--- src/hw/rtl/pfr_pkg.sv ---
package pfr_pkg;

	localparam int TX_FRAME_BYTES  = 9;
	localparam int MAX_FRAME_BYTES = 42;
	localparam int MIN_FRAME_BYTES = 5;
	localparam int CNT_W           = $clog2(MAX_FRAME_BYTES + 1);
	localparam int TX_IDX_W        = $clog2(TX_FRAME_BYTES);

	localparam logic [7:0] TX_START_BYTE = 8'h81;
	localparam logic [7:0] RX_START_BYTE = 8'h01;
	localparam logic [6:0] GROUP_MASK    = 7'h7F;
	localparam int         GROUP_SHIFT   = 7;
	localparam int         TOP_SHIFT     = 14;

	typedef enum logic [0:0] {
		CMD_SEND = 1'b0,
		CMD_RX   = 1'b1
	} cmd_t;

	typedef enum logic [1:0] {
		KIND_TX     = 2'd0,
		KIND_TEXT   = 2'd1,
		KIND_STATUS = 2'd2
	} rsp_kind_t;

	typedef enum logic [2:0] {
		ST_OK        = 3'd0,
		ST_BAD_START = 3'd1,
		ST_CHECKSUM  = 3'd2,
		ST_RANGE     = 3'd3,
		ST_BAD_HEX   = 3'd4
	} status_t;

	typedef enum logic [1:0] {
		VK_SIGNED   = 2'd0,
		VK_BOOLEAN  = 2'd1,
		VK_UNSIGNED = 2'd2,
		VK_HEX      = 2'd3
	} value_kind_t;

	typedef enum logic [1:0] {
		REG_FRAME_LENGTH = 2'd0,
		REG_VALUE_KIND   = 2'd1,
		REG_MIN_LIMIT    = 2'd2,
		REG_MAX_LIMIT    = 2'd3
	} reg_index_t;

	typedef struct packed {
		logic        cmd;
		logic [7:0]  opcode;
		logic [15:0] address;
		logic [15:0] data_word;
		logic [7:0]  rx_byte;
	} req_t;

	typedef struct packed {
		logic [1:0]  kind;
		logic [7:0]  out_byte;
		logic        last;
		logic [2:0]  status;
		logic [15:0] value;
	} rsp_t;

	typedef struct packed {
		logic [5:0]  frame_length;
		logic [1:0]  value_kind;
		logic [15:0] min_limit;
		logic [15:0] max_limit;
	} cfg_t;

	typedef struct packed {
		logic tx;
		logic one;
		rsp_t rsp;
	} emit_t;

endpackage

--- src/hw/rtl/pfr_core.sv ---
module pfr_core (
	input  logic          clk,
	input  logic          arst_n,
	input  logic          accept,
	input  pfr_pkg::req_t req,
	input  pfr_pkg::cfg_t cfg,
	output pfr_pkg::emit_t emit
);

	logic [pfr_pkg::CNT_W-1:0] rx_count_q, rx_count_d;
	logic                      rx_armed_q, rx_armed_d;
	logic                      start_ok_q, start_ok_d;
	logic [7:0]                xor_acc_q, xor_acc_d;
	logic [15:0]               value_acc_q, value_acc_d;
	logic [3:0]                high_nibble_q, high_nibble_d;
	logic                      hex_bad_q, hex_bad_d;

	logic [5:0]                len6;
	logic [pfr_pkg::CNT_W-1:0] len;
	logic [7:0]                b;
	logic [4:0]                nib;
	pfr_pkg::status_t          st;
	logic                      range_ok;

	function automatic logic [4:0] hex_nibble(input logic [7:0] c);
		if (c >= 8'h30 && c <= 8'h39) begin
			return 5'(c - 8'h30);
		end else if (c >= 8'h41 && c <= 8'h46) begin
			return 5'(c - 8'h41 + 8'd10);
		end
		return 5'd16;
	endfunction

	assign b   = req.rx_byte;
	assign nib = hex_nibble(b);

	always_comb begin
		if (cfg.frame_length < 6'(pfr_pkg::MIN_FRAME_BYTES)) begin
			len6 = 6'(pfr_pkg::MIN_FRAME_BYTES);
		end else if (cfg.frame_length > 6'(pfr_pkg::MAX_FRAME_BYTES)) begin
			len6 = 6'(pfr_pkg::MAX_FRAME_BYTES);
		end else begin
			len6 = cfg.frame_length;
		end
	end

	assign len = pfr_pkg::CNT_W'(len6);

	always_comb begin
		range_ok = 1'b0;
		unique case (pfr_pkg::value_kind_t'(cfg.value_kind))
			pfr_pkg::VK_SIGNED: begin
				range_ok = ($signed(value_acc_q) >= $signed(cfg.min_limit)) &&
				           ($signed(value_acc_q) <= $signed(cfg.max_limit));
			end
			pfr_pkg::VK_BOOLEAN: begin
				range_ok = value_acc_q <= 16'd1;
			end
			pfr_pkg::VK_UNSIGNED: begin
				range_ok = (value_acc_q >= cfg.min_limit) && (value_acc_q <= cfg.max_limit);
			end
			pfr_pkg::VK_HEX: begin
				range_ok = !(hex_bad_q || len[0]);
			end
		endcase
	end

	always_comb begin
		priority if (!start_ok_q) begin
			st = pfr_pkg::ST_BAD_START;
		end else if (xor_acc_q != b) begin
			st = pfr_pkg::ST_CHECKSUM;
		end else if (range_ok) begin
			st = pfr_pkg::ST_OK;
		end else if (cfg.value_kind == pfr_pkg::VK_HEX) begin
			st = pfr_pkg::ST_BAD_HEX;
		end else begin
			st = pfr_pkg::ST_RANGE;
		end
	end

	always_comb begin
		rx_count_d    = rx_count_q;
		rx_armed_d    = rx_armed_q;
		start_ok_d    = start_ok_q;
		xor_acc_d     = xor_acc_q;
		value_acc_d   = value_acc_q;
		high_nibble_d = high_nibble_q;
		hex_bad_d     = hex_bad_q;
		emit          = '0;
		if (req.cmd == pfr_pkg::CMD_SEND) begin
			emit.tx       = 1'b1;
			rx_count_d    = '0;
			rx_armed_d    = 1'b1;
			start_ok_d    = 1'b0;
			xor_acc_d     = '0;
			value_acc_d   = '0;
			high_nibble_d = '0;
			hex_bad_d     = 1'b0;
		end else if (rx_armed_q) begin
			if (rx_count_q >= len - pfr_pkg::CNT_W'(1)) begin
				emit.one        = 1'b1;
				emit.rsp.kind   = pfr_pkg::KIND_STATUS;
				emit.rsp.status = st;
				emit.rsp.value  = (cfg.value_kind == pfr_pkg::VK_HEX) ? 16'd0 : value_acc_q;
				rx_armed_d      = 1'b0;
				rx_count_d      = '0;
			end else begin
				if (rx_count_q == '0) begin
					start_ok_d = (b == pfr_pkg::RX_START_BYTE);
				end else begin
					xor_acc_d = xor_acc_q ^ b;
					if (rx_count_q <= pfr_pkg::CNT_W'(3)) begin
						value_acc_d = (value_acc_q << pfr_pkg::GROUP_SHIFT) + {8'd0, b};
					end
					if (cfg.value_kind == pfr_pkg::VK_HEX) begin
						hex_bad_d = hex_bad_q | nib[4];
						if (rx_count_q[0]) begin
							high_nibble_d = nib[3:0];
						end else if (!hex_bad_d) begin
							emit.one          = 1'b1;
							emit.rsp.kind     = pfr_pkg::KIND_TEXT;
							emit.rsp.out_byte = {high_nibble_q, nib[3:0]};
						end
					end
				end
				rx_count_d = rx_count_q + pfr_pkg::CNT_W'(1);
			end
		end
	end

	always_ff @(posedge clk or negedge arst_n) begin
		if (!arst_n) begin
			rx_count_q    <= '0;
			rx_armed_q    <= 1'b0;
			start_ok_q    <= 1'b0;
			xor_acc_q     <= '0;
			value_acc_q   <= '0;
			high_nibble_q <= '0;
			hex_bad_q     <= 1'b0;
		end else if (accept) begin
			rx_count_q    <= rx_count_d;
			rx_armed_q    <= rx_armed_d;
			start_ok_q    <= start_ok_d;
			xor_acc_q     <= xor_acc_d;
			value_acc_q   <= value_acc_d;
			high_nibble_q <= high_nibble_d;
			hex_bad_q     <= hex_bad_d;
		end
	end

endmodule

--- src/hw/rtl/pfr_out.sv ---
module pfr_out (
	input  logic           clk,
	input  logic           arst_n,
	input  logic           accept,
	input  pfr_pkg::emit_t emit,
	input  pfr_pkg::req_t  req,
	output logic           ready,
	output logic           rsp_valid,
	input  logic           rsp_stall,
	output pfr_pkg::rsp_t  rsp
);

	localparam logic [pfr_pkg::TX_IDX_W-1:0] TX_LAST =
		pfr_pkg::TX_IDX_W'(pfr_pkg::TX_FRAME_BYTES - 1);

	logic                         job_v_q;
	logic                         job_tx_q;
	logic [pfr_pkg::TX_IDX_W-1:0] idx_q;
	logic [7:0]                   opcode_q;
	logic [15:0]                  address_q;
	logic [15:0]                  data_q;
	pfr_pkg::rsp_t                one_q;

	logic       load;
	logic       take;
	logic       finishing;
	logic [6:0] g [6];
	logic [7:0] tx_byte;

	assign g[0] = {5'd0, address_q[15:pfr_pkg::TOP_SHIFT]};
	assign g[1] = address_q[pfr_pkg::TOP_SHIFT-1:pfr_pkg::GROUP_SHIFT] & pfr_pkg::GROUP_MASK;
	assign g[2] = address_q[pfr_pkg::GROUP_SHIFT-1:0] & pfr_pkg::GROUP_MASK;
	assign g[3] = {5'd0, data_q[15:pfr_pkg::TOP_SHIFT]};
	assign g[4] = data_q[pfr_pkg::TOP_SHIFT-1:pfr_pkg::GROUP_SHIFT] & pfr_pkg::GROUP_MASK;
	assign g[5] = data_q[pfr_pkg::GROUP_SHIFT-1:0] & pfr_pkg::GROUP_MASK;

	always_comb begin
		unique case (idx_q)
			4'd0:    tx_byte = pfr_pkg::TX_START_BYTE;
			4'd1:    tx_byte = opcode_q;
			4'd2:    tx_byte = {1'b0, g[0]};
			4'd3:    tx_byte = {1'b0, g[1]};
			4'd4:    tx_byte = {1'b0, g[2]};
			4'd5:    tx_byte = {1'b0, g[3]};
			4'd6:    tx_byte = {1'b0, g[4]};
			4'd7:    tx_byte = {1'b0, g[5]};
			4'd8:    tx_byte = {1'b0, g[0] ^ g[1] ^ g[2] ^ g[3] ^ g[4] ^ g[5]};
			default: tx_byte = '0;
		endcase
	end

	assign take      = rsp_valid && !rsp_stall;
	assign finishing = job_v_q && (!job_tx_q || idx_q == TX_LAST);
	assign ready     = !job_v_q || (take && finishing);
	assign load      = accept && (emit.tx || emit.one);
	assign rsp_valid = job_v_q;

	always_comb begin
		if (job_tx_q) begin
			rsp          = '0;
			rsp.kind     = pfr_pkg::KIND_TX;
			rsp.out_byte = tx_byte;
			rsp.last     = (idx_q == TX_LAST);
		end else begin
			rsp = one_q;
		end
	end

	always_ff @(posedge clk or negedge arst_n) begin
		if (!arst_n) begin
			job_v_q  <= 1'b0;
			job_tx_q <= 1'b0;
			idx_q    <= '0;
		end else if (load) begin
			job_v_q  <= 1'b1;
			job_tx_q <= emit.tx;
			idx_q    <= '0;
		end else if (take) begin
			if (finishing) begin
				job_v_q <= 1'b0;
			end else begin
				idx_q <= idx_q + pfr_pkg::TX_IDX_W'(1);
			end
		end
	end

	always_ff @(posedge clk) begin
		if (load) begin
			opcode_q  <= req.opcode;
			address_q <= req.address;
			data_q    <= req.data_word;
			one_q     <= emit.rsp;
		end
	end

endmodule

--- src/hw/rtl/packed_frame_request_response_engine.sv ---
// Request/response framing engine. A send request puts out a 9-byte transmit
// run (start byte, opcode, address and data in 7-bit groups, XOR checksum) and
// arms the receiver; each received-byte request while armed builds up the
// response frame and gives at most one result: a decoded text byte, or the
// frame status with the unpacked value (zero in hex mode) when the frame
// completes. A new request is taken every cycle while the response output is
// not stalled; a send request holds the single output register for nine accepted
// transfers, and the next request waits until the last transmit byte is taken.
// Configuration registers take writes at any cycle (ready is always high) and
// are meant to be written only while the engine is idle.
module packed_frame_request_response_engine (
	input  logic          clk,
	input  logic          arst_n,
	input  logic          req_valid,
	output logic          req_stall,
	input  pfr_pkg::req_t req,
	output logic          rsp_valid,
	input  logic          rsp_stall,
	output pfr_pkg::rsp_t rsp,
	input  logic          cfg_valid,
	output logic          cfg_ready,
	input  logic [1:0]    cfg_index,
	input  logic [15:0]   cfg_data
);

	pfr_pkg::cfg_t  cfg_q;
	pfr_pkg::emit_t emit;
	logic           ready;
	logic           accept;

	assign cfg_ready = 1'b1;
	assign req_stall = !ready;
	assign accept    = req_valid && ready;

	always_ff @(posedge clk or negedge arst_n) begin
		if (!arst_n) begin
			cfg_q.frame_length <= 6'(pfr_pkg::MIN_FRAME_BYTES);
			cfg_q.value_kind   <= pfr_pkg::VK_SIGNED;
			cfg_q.min_limit    <= 16'h0000;
			cfg_q.max_limit    <= 16'hFFFF;
		end else if (cfg_valid && cfg_ready) begin
			unique case (pfr_pkg::reg_index_t'(cfg_index))
				pfr_pkg::REG_FRAME_LENGTH: cfg_q.frame_length <= cfg_data[5:0];
				pfr_pkg::REG_VALUE_KIND:   cfg_q.value_kind   <= cfg_data[1:0];
				pfr_pkg::REG_MIN_LIMIT:    cfg_q.min_limit    <= cfg_data;
				pfr_pkg::REG_MAX_LIMIT:    cfg_q.max_limit    <= cfg_data;
			endcase
		end
	end

	pfr_core u_core (
		.clk    (clk),
		.arst_n (arst_n),
		.accept (accept),
		.req    (req),
		.cfg    (cfg_q),
		.emit   (emit)
	);

	pfr_out u_out (
		.clk       (clk),
		.arst_n    (arst_n),
		.accept    (accept),
		.emit      (emit),
		.req       (req),
		.ready     (ready),
		.rsp_valid (rsp_valid),
		.rsp_stall (rsp_stall),
		.rsp       (rsp)
	);

endmodule
--- config.mk ---
export PLATFORM = sky130hd
export DESIGN_NAME = packed_frame_request_response_engine
export DESIGN_NICKNAME = d
export VERILOG_FILES = /design/src/hw/rtl/pfr_pkg.sv /design/src/hw/rtl/pfr_core.sv /design/src/hw/rtl/pfr_out.sv /design/src/hw/rtl/packed_frame_request_response_engine.sv
export SDC_FILE = /design/constraint.sdc
export NUM_CORES = 1
export LEC_CHECK = 0
export BUFFER_PORTS_ARGS = -buffer_cell sky130_fd_sc_hd__buf_4
export CAP_MARGIN = 20
export CORE_ASPECT_RATIO = 1.75
export CORE_MARGIN = 2
export CORE_UTILIZATION = 28
export CTS_CLUSTER_SIZE = 28
export DETAILED_ROUTE_END_ITERATION = 6
export PLACE_DENSITY_LB_ADDON = 0.08
export SLEW_MARGIN = 10
export SYNTH_ARGS = -nofsm -noshare
export SYNTH_HDL_FRONTEND = slang
export SYNTH_SLANG_ARGS = --single-unit
--- constraint.sdc ---
create_clock -name clk -period 4.1 [get_ports clk]
set_clock_uncertainty 0.15 [all_clocks]
set_input_delay 1.23 -clock clk [delete_from_list [all_inputs] [get_ports clk]]
set_output_delay 1.23 -clock clk [all_outputs]
set_load 0.02 [all_outputs]
==> metrics.csv, run 1 <==
metric,value,unit
P&R area growth vs syn,21.4,%
worst min path class,flop to flop,
total gr overflow,0,
R2R depth,15,
GP Congestion,0.817,
slowest CP cell,ha_1,
achievable frequency,0.262,GHz
synth top area cells,"edfxtp_1 25%, dfrtp_1 19%, ha_1 7.4%, dfstp_2 5.6%, mux2_2 5.1%",
max layer used,met4,
final wirelength,23.8,mm
worst hold margin,0.351,ns
"commonest non-fill, non-tap cell in the layout",buf_4,
Reg-to-Reg End,u_out.one_q[17]$_SDFFCE_PN0P_,
Routed wire per std cell,18.7,um
I/O pins,105,
HP Start,u_core.hex_bad_q$_DFFE_PN0P_,
"Setup violations, final",0,
post-synthesis area per instance,11.0,um^2
TritonCTS Sinks,152,
"Seq/Total Area, Yosys",0.493,
Final nets,992,
Final min period,3.82,ns
CP Launch Type,flop,
Worst VDD drop,325,uV
LEAKAGE,4.18,nW
global-route wire length before repair,37.2,mm
synth unique cells,80,
worst rel slew slack,0.339,
reg2reg start,cfg_q[39]$_DFFE_PN0P_,
critical-path maximum fanout,10,
DRC Markers,0,
register bit total from synthesis,152,
Levels on crit path,6,
met3 WL post-DR,1.02,mm
DRT Pass-1 Iters,5,
register area,4170,um^2
crit share post-route,0.931,
worst reg2reg setup slack,0.35,ns
most frequent cells in the layout,"117 x buf_4, 69 x edfxtp_1, 64 x dfrtp_1",
"Power, Total",6.45,mW
initial antenna violation count,0,
Setup CP Type,flop to primary output,
post-cts hold buffer count,0,
Num CTS Buffers,17,
number of synthesis warnings,0,
Post-CTS Setup Bufs,0,
PD cells,628,nW/um^2
clk buf depth,2,
number of buffers added on ports,103,
vias in the first global route,6657,
max-cap viol count,0,
root buf cell,clkbuf_16,
Worst-path clk slew,0.07,ns
critical path data arrival time,2.44,ns
total number of vias,6248,
TritonCTS clock tree,done,
multi-input logic area,3920,um^2
Core Region,29800,um^2
detail-routed via count per cell,4.92,
met1 WL,8.88,mm
Iter 0 DRT Violations,283,
WP data required,2.72,ns
Cells after Synth,768,
final hold viol count,0,
critical path's largest stage delay,0.48,ns
# rows,84,
Routed Antenna Nets,0,
worst path buffer plus inverter count,2,
crit end category,primary output,
synthesized net count,890,
Fill cells,3045,
Synth area leader,edfxtp_1,
full die area,31700,um^2
dpl hpwl,18.2,mm
top-area cell type share of the netlist area,0.245,
Ant. Diodes,0,
"Slew Viols, Final",0,
asr flop ratio synth,0.546,
"Cell Chain, Critical Path",inv_1 > ha_1 > nand3b_4 > a21oi_2 > nor2_1 > buf_4,
Die Width,135,um
Top Family by Delay on Critical Path,adder cells,
pin count of the biggest net entering global routing,55,
clk_lat worst skew,0.44,ns
H-tree levels,4,
hold path cells,1,
status,"complete, no violations",
global-route usage over all layers,0.156,
Initial Utilization,0.283,
most used flip-flop cell after synthesis,edfxtp_1,
RSZ-0062 raised after global routing,no,
met2 routed WL,13.2,mm
share of post-route cells with drive strength above 1,0.272,
Die H,234,um
Worst Tran Pin Value,0.989,ns
Mapped Area,8450,um^2
hold worst-path end,u_core.hex_bad_q$_DFFE_PN0P_,
Post-synth EDFFs,69,
synthesized netlist by cell type (all sizes together), types with 14 or more instances:
| cell | count |
|---|---|
| a22oi | 19 |
| nand3 | 16 |
| mux2 | 38 |
| dfrtp | 65 |
| nor2b | 24 |
| inv | 57 |
| and3 | 17 |
| a21oi | 35 |
| xor2 | 17 |
| edfxtp | 69 |
| nand2 | 47 |
| ha | 50 |
| nor2 | 51 |
| clkbuf | 27 |
| xnor2 | 28 |
| o21ai | 48 |
| dfstp | 18 |
| nand4 | 14 |
layer usage:
layer / up-vias / track usage
met5: - / 0
met4: 0 / 0.0641
met3: 29 / 0.0320
met2: 154 / 0.301
met1: 3059 / 0.161
li1: 3006 / -
worst max path at each step:
stage                          startpoint                            end
2_1_floorplan                      req[0]   u_out.address_q[0]$_DFFE_PP_
5_1_grt             cfg_q[39]$_DFFE_PN0P_  u_out.one_q[17]$_SDFFCE_PN0P_
3_3_place_gp        cfg_q[39]$_DFFE_PN0P_  u_out.one_q[17]$_SDFFCE_PN0P_
4_1_cts        u_out.idx_q[0]$_DFFE_PN0P_                      req_stall
6_report       u_out.idx_q[0]$_DFFE_PN0P_                      req_stall
3_5_place_dp        cfg_q[39]$_DFFE_PN0P_  u_out.one_q[17]$_SDFFCE_PN0P_
final cells by class:
class                           instances  share of cell area
Inverter                               57              0.0216
Clock buffer                           21              0.0459
Sequential cell                       152               0.406
Multi-Input combinational cell        524               0.382
Tap cell                              387              0.0472
Timing Repair Buffer                  118              0.0875
Clock inverter                         11             0.00951
power breakdown:
part	internal (mW)	switching [mW]
Combinational	1.08	1.45
Clock	0.884	0.656
Sequential	1.97	0.403
Total	3.94	2.51
repair_timing:
action                                 4_1_cts  5_1_grt
endpoints found under the hold margin        0        0
setup endpoints to repair                    0        2
gates resized for setup                      0        3
kinds of logic (layout without fill, tap and decap cells):
family                   count (synthesis)  after routing  share of synthesized area
multiplexers                            40             40                     0.0530
AO/OA/AOI/OAI                          175            175                      0.148
adder cells (fa/ha/maj)                 51             51                     0.0752
flip-flops                             152            152                      0.493
AND/OR/NAND/NOR                        212            212                      0.136
other                                    1              1                   0.000444
XOR/XNOR                                45             45                     0.0466
buffers and inverters                   92            207                     0.0466
registers in the layout, indices dropped and copies added (netlist names), 6 cells and up:
register and count:
u_core.value_acc_q 16, u_out.opcode_q 8, u_out.data_q 16, u_core.xor_acc_q 8
u_core.rx_count_q 6, u_out.one_q 29, u_out.address_q 16, cfg_q 40
stage by stage:
stage	util	TNS [ns]	area, um^2	setup slack [ns]	cells
finish	0.344	0	10300	0.283	1270
global route	0.344	0	10300	0.0118	1270
CTS	0.344	0	10300	0.208	1270
detailed placement	0.325	0	9690	0.271	1238
global placement	0.325	0	9690	0.374	1238
floorplan	-	-3.79	8510	-0.0549	768
Note: power is estimated with default switching activity, not from simulation.
==> inputs of run 2 (changes only) <==
--- a/config.mk
+++ b/config.mk
@@ -7,9 +7,9 @@
 export LEC_CHECK = 0
 export BUFFER_PORTS_ARGS = -buffer_cell sky130_fd_sc_hd__buf_4
 export CAP_MARGIN = 20
-export CORE_ASPECT_RATIO = 1.75
+export CORE_ASPECT_RATIO = 0.7
 export CORE_MARGIN = 2
-export CORE_UTILIZATION = 28
+export CORE_UTILIZATION = 45
 export CTS_CLUSTER_SIZE = 28
 export DETAILED_ROUTE_END_ITERATION = 6
 export PLACE_DENSITY_LB_ADDON = 0.08
==> run 2 against run 1 <==
Effect of this change: utilization is 21 points higher; setup slack got worse by 0.15 ns; via count is 1.3% higher; maximum frequency shrank 3.7%; final cell count down 13%; routed wire length shrank 11%; cell area down 2.2%; global-route usage grew 6.4 points; largest cell class unchanged; worst hold slack worse by 0.0088 ns; critical endpoint is now rsp[24]; clock-buffer cell count decreased by 4.
==> metrics.csv, run 2 (synthesis gave the netlist of run 1 again) <==
metric,value,unit,change
DRC Markers,0,,unchanged
internal power,3.89,mW,was 3.94 mW
H-tree levels,4,,unchanged
R2R depth,15,,unchanged
Post-CTS Setup Bufs,0,,unchanged
"commonest non-fill, non-tap cell in the layout",buf_4,,unchanged
post-route setup TNS,0,ns,unchanged
Die Width,168,um,was 135 um
worst hold margin,0.342,ns,was 0.351 ns
Combinational Power Share,0.387,,was 0.393
max reg flops,40,,unchanged
Ant. Diodes,0,,unchanged
achievable frequency,0.252,GHz,was 0.262 GHz
crit end category,primary output,,unchanged
slowest CP cell,ha_1,,unchanged
worst reg2reg setup slack,0.24,ns,was 0.35 ns
PD cells,637,nW/um^2,was 628 nW/um^2
full die area,19900,um^2,was 31700 um^2
status,"complete, no violations",,unchanged
"Setup violations, final",0,,unchanged
root buf cell,clkbuf_16,,unchanged
hold path cells,1,,unchanged
# rows,41,,was 84
DRT Pass-1 Iters,5,,unchanged
Setup CP Type,flop to primary output,,unchanged
Final min period,3.96,ns,was 3.82 ns
crit share post-route,0.966,,was 0.931
Die H,119,um,was 234 um
detail-routed via count per cell,5.70,,was 4.92
global-route usage over all layers,0.219,,was 0.156
share of post-route cells with drive strength above 1,0.271,,was 0.272
critical path launch point,u_out.idx_q[0]$_DFFE_PN0P_,,unchanged
TritonCTS Sinks,152,,unchanged
worst rel slew slack,0.404,,was 0.339
clk_lat worst skew,0.42,ns,was 0.44 ns
worst min path class,flop to flop,,unchanged
post-CTS resize count,0,,unchanged
RSZ-0062 raised after global routing,no,,unchanged
final wirelength,21.1,mm,was 23.8 mm
vias in the first global route,6330,,was 6657
"Power, Total",6.40,mW,was 6.45 mW
pin count of the biggest net entering global routing,84,,was 55
Iter 0 DRT Violations,563,,was 283
dpl hpwl,15.2,mm,was 18.2 mm
Biggest register,cfg_q,,unchanged
clk buf depth,2,,unchanged
max-cap viol count,0,,unchanged
Num CTS Buffers,17,,unchanged
multi-input logic area,3930,um^2,was 3920 um^2
Setup crit end,rsp[24],,was req_stall
"Slew Viols, Final",0,,unchanged
I/O pins,105,,unchanged
global-route wire length before repair,34.1,mm,was 37.2 mm
Seq pwr share,0.375,,was 0.369
CP Launch Type,flop,,unchanged
Largest regs,"cfg_q x40, u_out.one_q x29",,unchanged
"Cell Chain, Critical Path",ha_1 > a221oi_1 > a211oi_1 > nor2_1 > a21oi_1 > buf_4,,was inv_1 > ha_1 > nand3b_4 > a21oi_2 > nor2_1 > buf_4
Sw Pwr,2.52,mW,was 2.51 mW
Sw Ratio,0.393,,was 0.389
Fill cells,1555,,was 3045
critical path's largest stage delay,0.67,ns,was 0.48 ns
number of buffers added on ports,103,,unchanged
total number of vias,6331,,was 6248
Routed Antenna Nets,0,,unchanged
total gr overflow,0,,unchanged
register area,4170,um^2,about the same
TritonCTS clock tree,done,,unchanged
Worst VDD drop,295,uV,was 325 uV
Routed wire per std cell,19.0,um,was 18.7 um
Core Region,18200,um^2,was 29800 um^2
Worst-path clk slew,0.07,ns,about the same
post-cts hold buffer count,0,,unchanged
final hold viol count,0,,unchanged
WP data required,2.72,ns,about the same
P&R area growth vs syn,18.8,%,was 21.4%
Initial Utilization,0.464,,was 0.283
critical-path maximum fanout,15,,was 10
Worst Tran Pin Value,0.892,ns,was 0.989 ns
LEAKAGE,4.14,nW,was 4.18 nW
initial antenna violation count,0,,unchanged
most frequent cells in the layout,"108 x buf_4, 69 x edfxtp_1, 65 x dfrtp_1",,"was 117 x buf_4, 69 x edfxtp_1, 64 x dfrtp_1"
Final nets,984,,was 992
Clk pwr share,0.238,,was 0.239
Reg-to-Reg End,u_out.one_q[16]$_SDFFCE_PN0P_,,was u_out.one_q[17]$_SDFFCE_PN0P_
reg2reg start,cfg_q[37]$_DFFE_PN0P_,,was cfg_q[39]$_DFFE_PN0P_
GP Congestion,0.863,,was 0.817
critical path data arrival time,2.58,ns,was 2.44 ns
-- run 2: per-layer routing --
layer	vias up	global-route usage	share of wire	routed length (um)
met5	-	0	0	0
met4	0	0.0533	0.0071	151
met3	17	0.0399	0.060	1270
met2	210	0.331	0.45	9430
met1	3101	0.326	0.49	10300
li1	3003	-	-	-
-- run 2: area by class of cell --
cell class,instances,share of cell area
clock buffers,17,0.0424
clock inverters,15,0.0143
inverters,57,0.0221
multi-input cells,524,0.391
flip-flops and latches,152,0.415
well taps,236,0.0294
repair buffers,110,0.0855
-- run 2: worst min-delay path by stage --
stage                                    start                         endpoint  slack (ns)
4_1_cts        u_core.xor_acc_q[6]$_DFFE_PN0P_  u_core.xor_acc_q[6]$_DFFE_PN0P_        0.34
2_1_floorplan  u_core.xor_acc_q[6]$_DFFE_PN0P_  u_core.xor_acc_q[6]$_DFFE_PN0P_        0.31
3_3_place_gp      u_core.hex_bad_q$_DFFE_PN0P_     u_core.hex_bad_q$_DFFE_PN0P_        0.33
3_5_place_dp   u_core.xor_acc_q[6]$_DFFE_PN0P_  u_core.xor_acc_q[6]$_DFFE_PN0P_        0.33
6_report       u_core.xor_acc_q[6]$_DFFE_PN0P_  u_core.xor_acc_q[6]$_DFFE_PN0P_        0.34
5_1_grt        u_core.xor_acc_q[6]$_DFFE_PN0P_  u_core.xor_acc_q[6]$_DFFE_PN0P_        0.36
-- run 2: power by group through the flow --
stage	combinational (mW)	clock (mW)	sequential, mW
global route	2.75	1.61	2.45
floorplan	1.80	0	2.22
detailed placement	2.45	0	2.42
CTS	2.47	1.55	2.39
global placement	2.39	0	2.39
finish	2.48	1.53	2.40
-- run 2: worst max-delay path, delay by kind of cell (launching register included) --
family                   cells  cell delay (ns)
adder cells (fa/ha/maj)      1             0.67
flip-flops                   1             0.45
AO/OA/AOI/OAI                3             0.74
buffers and inverters        1             0.18
AND/OR/NAND/NOR              1             0.11
-- run 2: per-stage QoR --
step                      instances  worst slack [ns]  cell area (um^2)  utilization
after global placement         1078             0.438              9440        0.518
after detailed placement       1078             0.156              9440        0.518
after CTS                      1110            0.0892             10000        0.549
after global routing           1111            0.0101             10000        0.551
after floorplan                 768           -0.0549              8510            -
final                          1111             0.137             10000        0.551
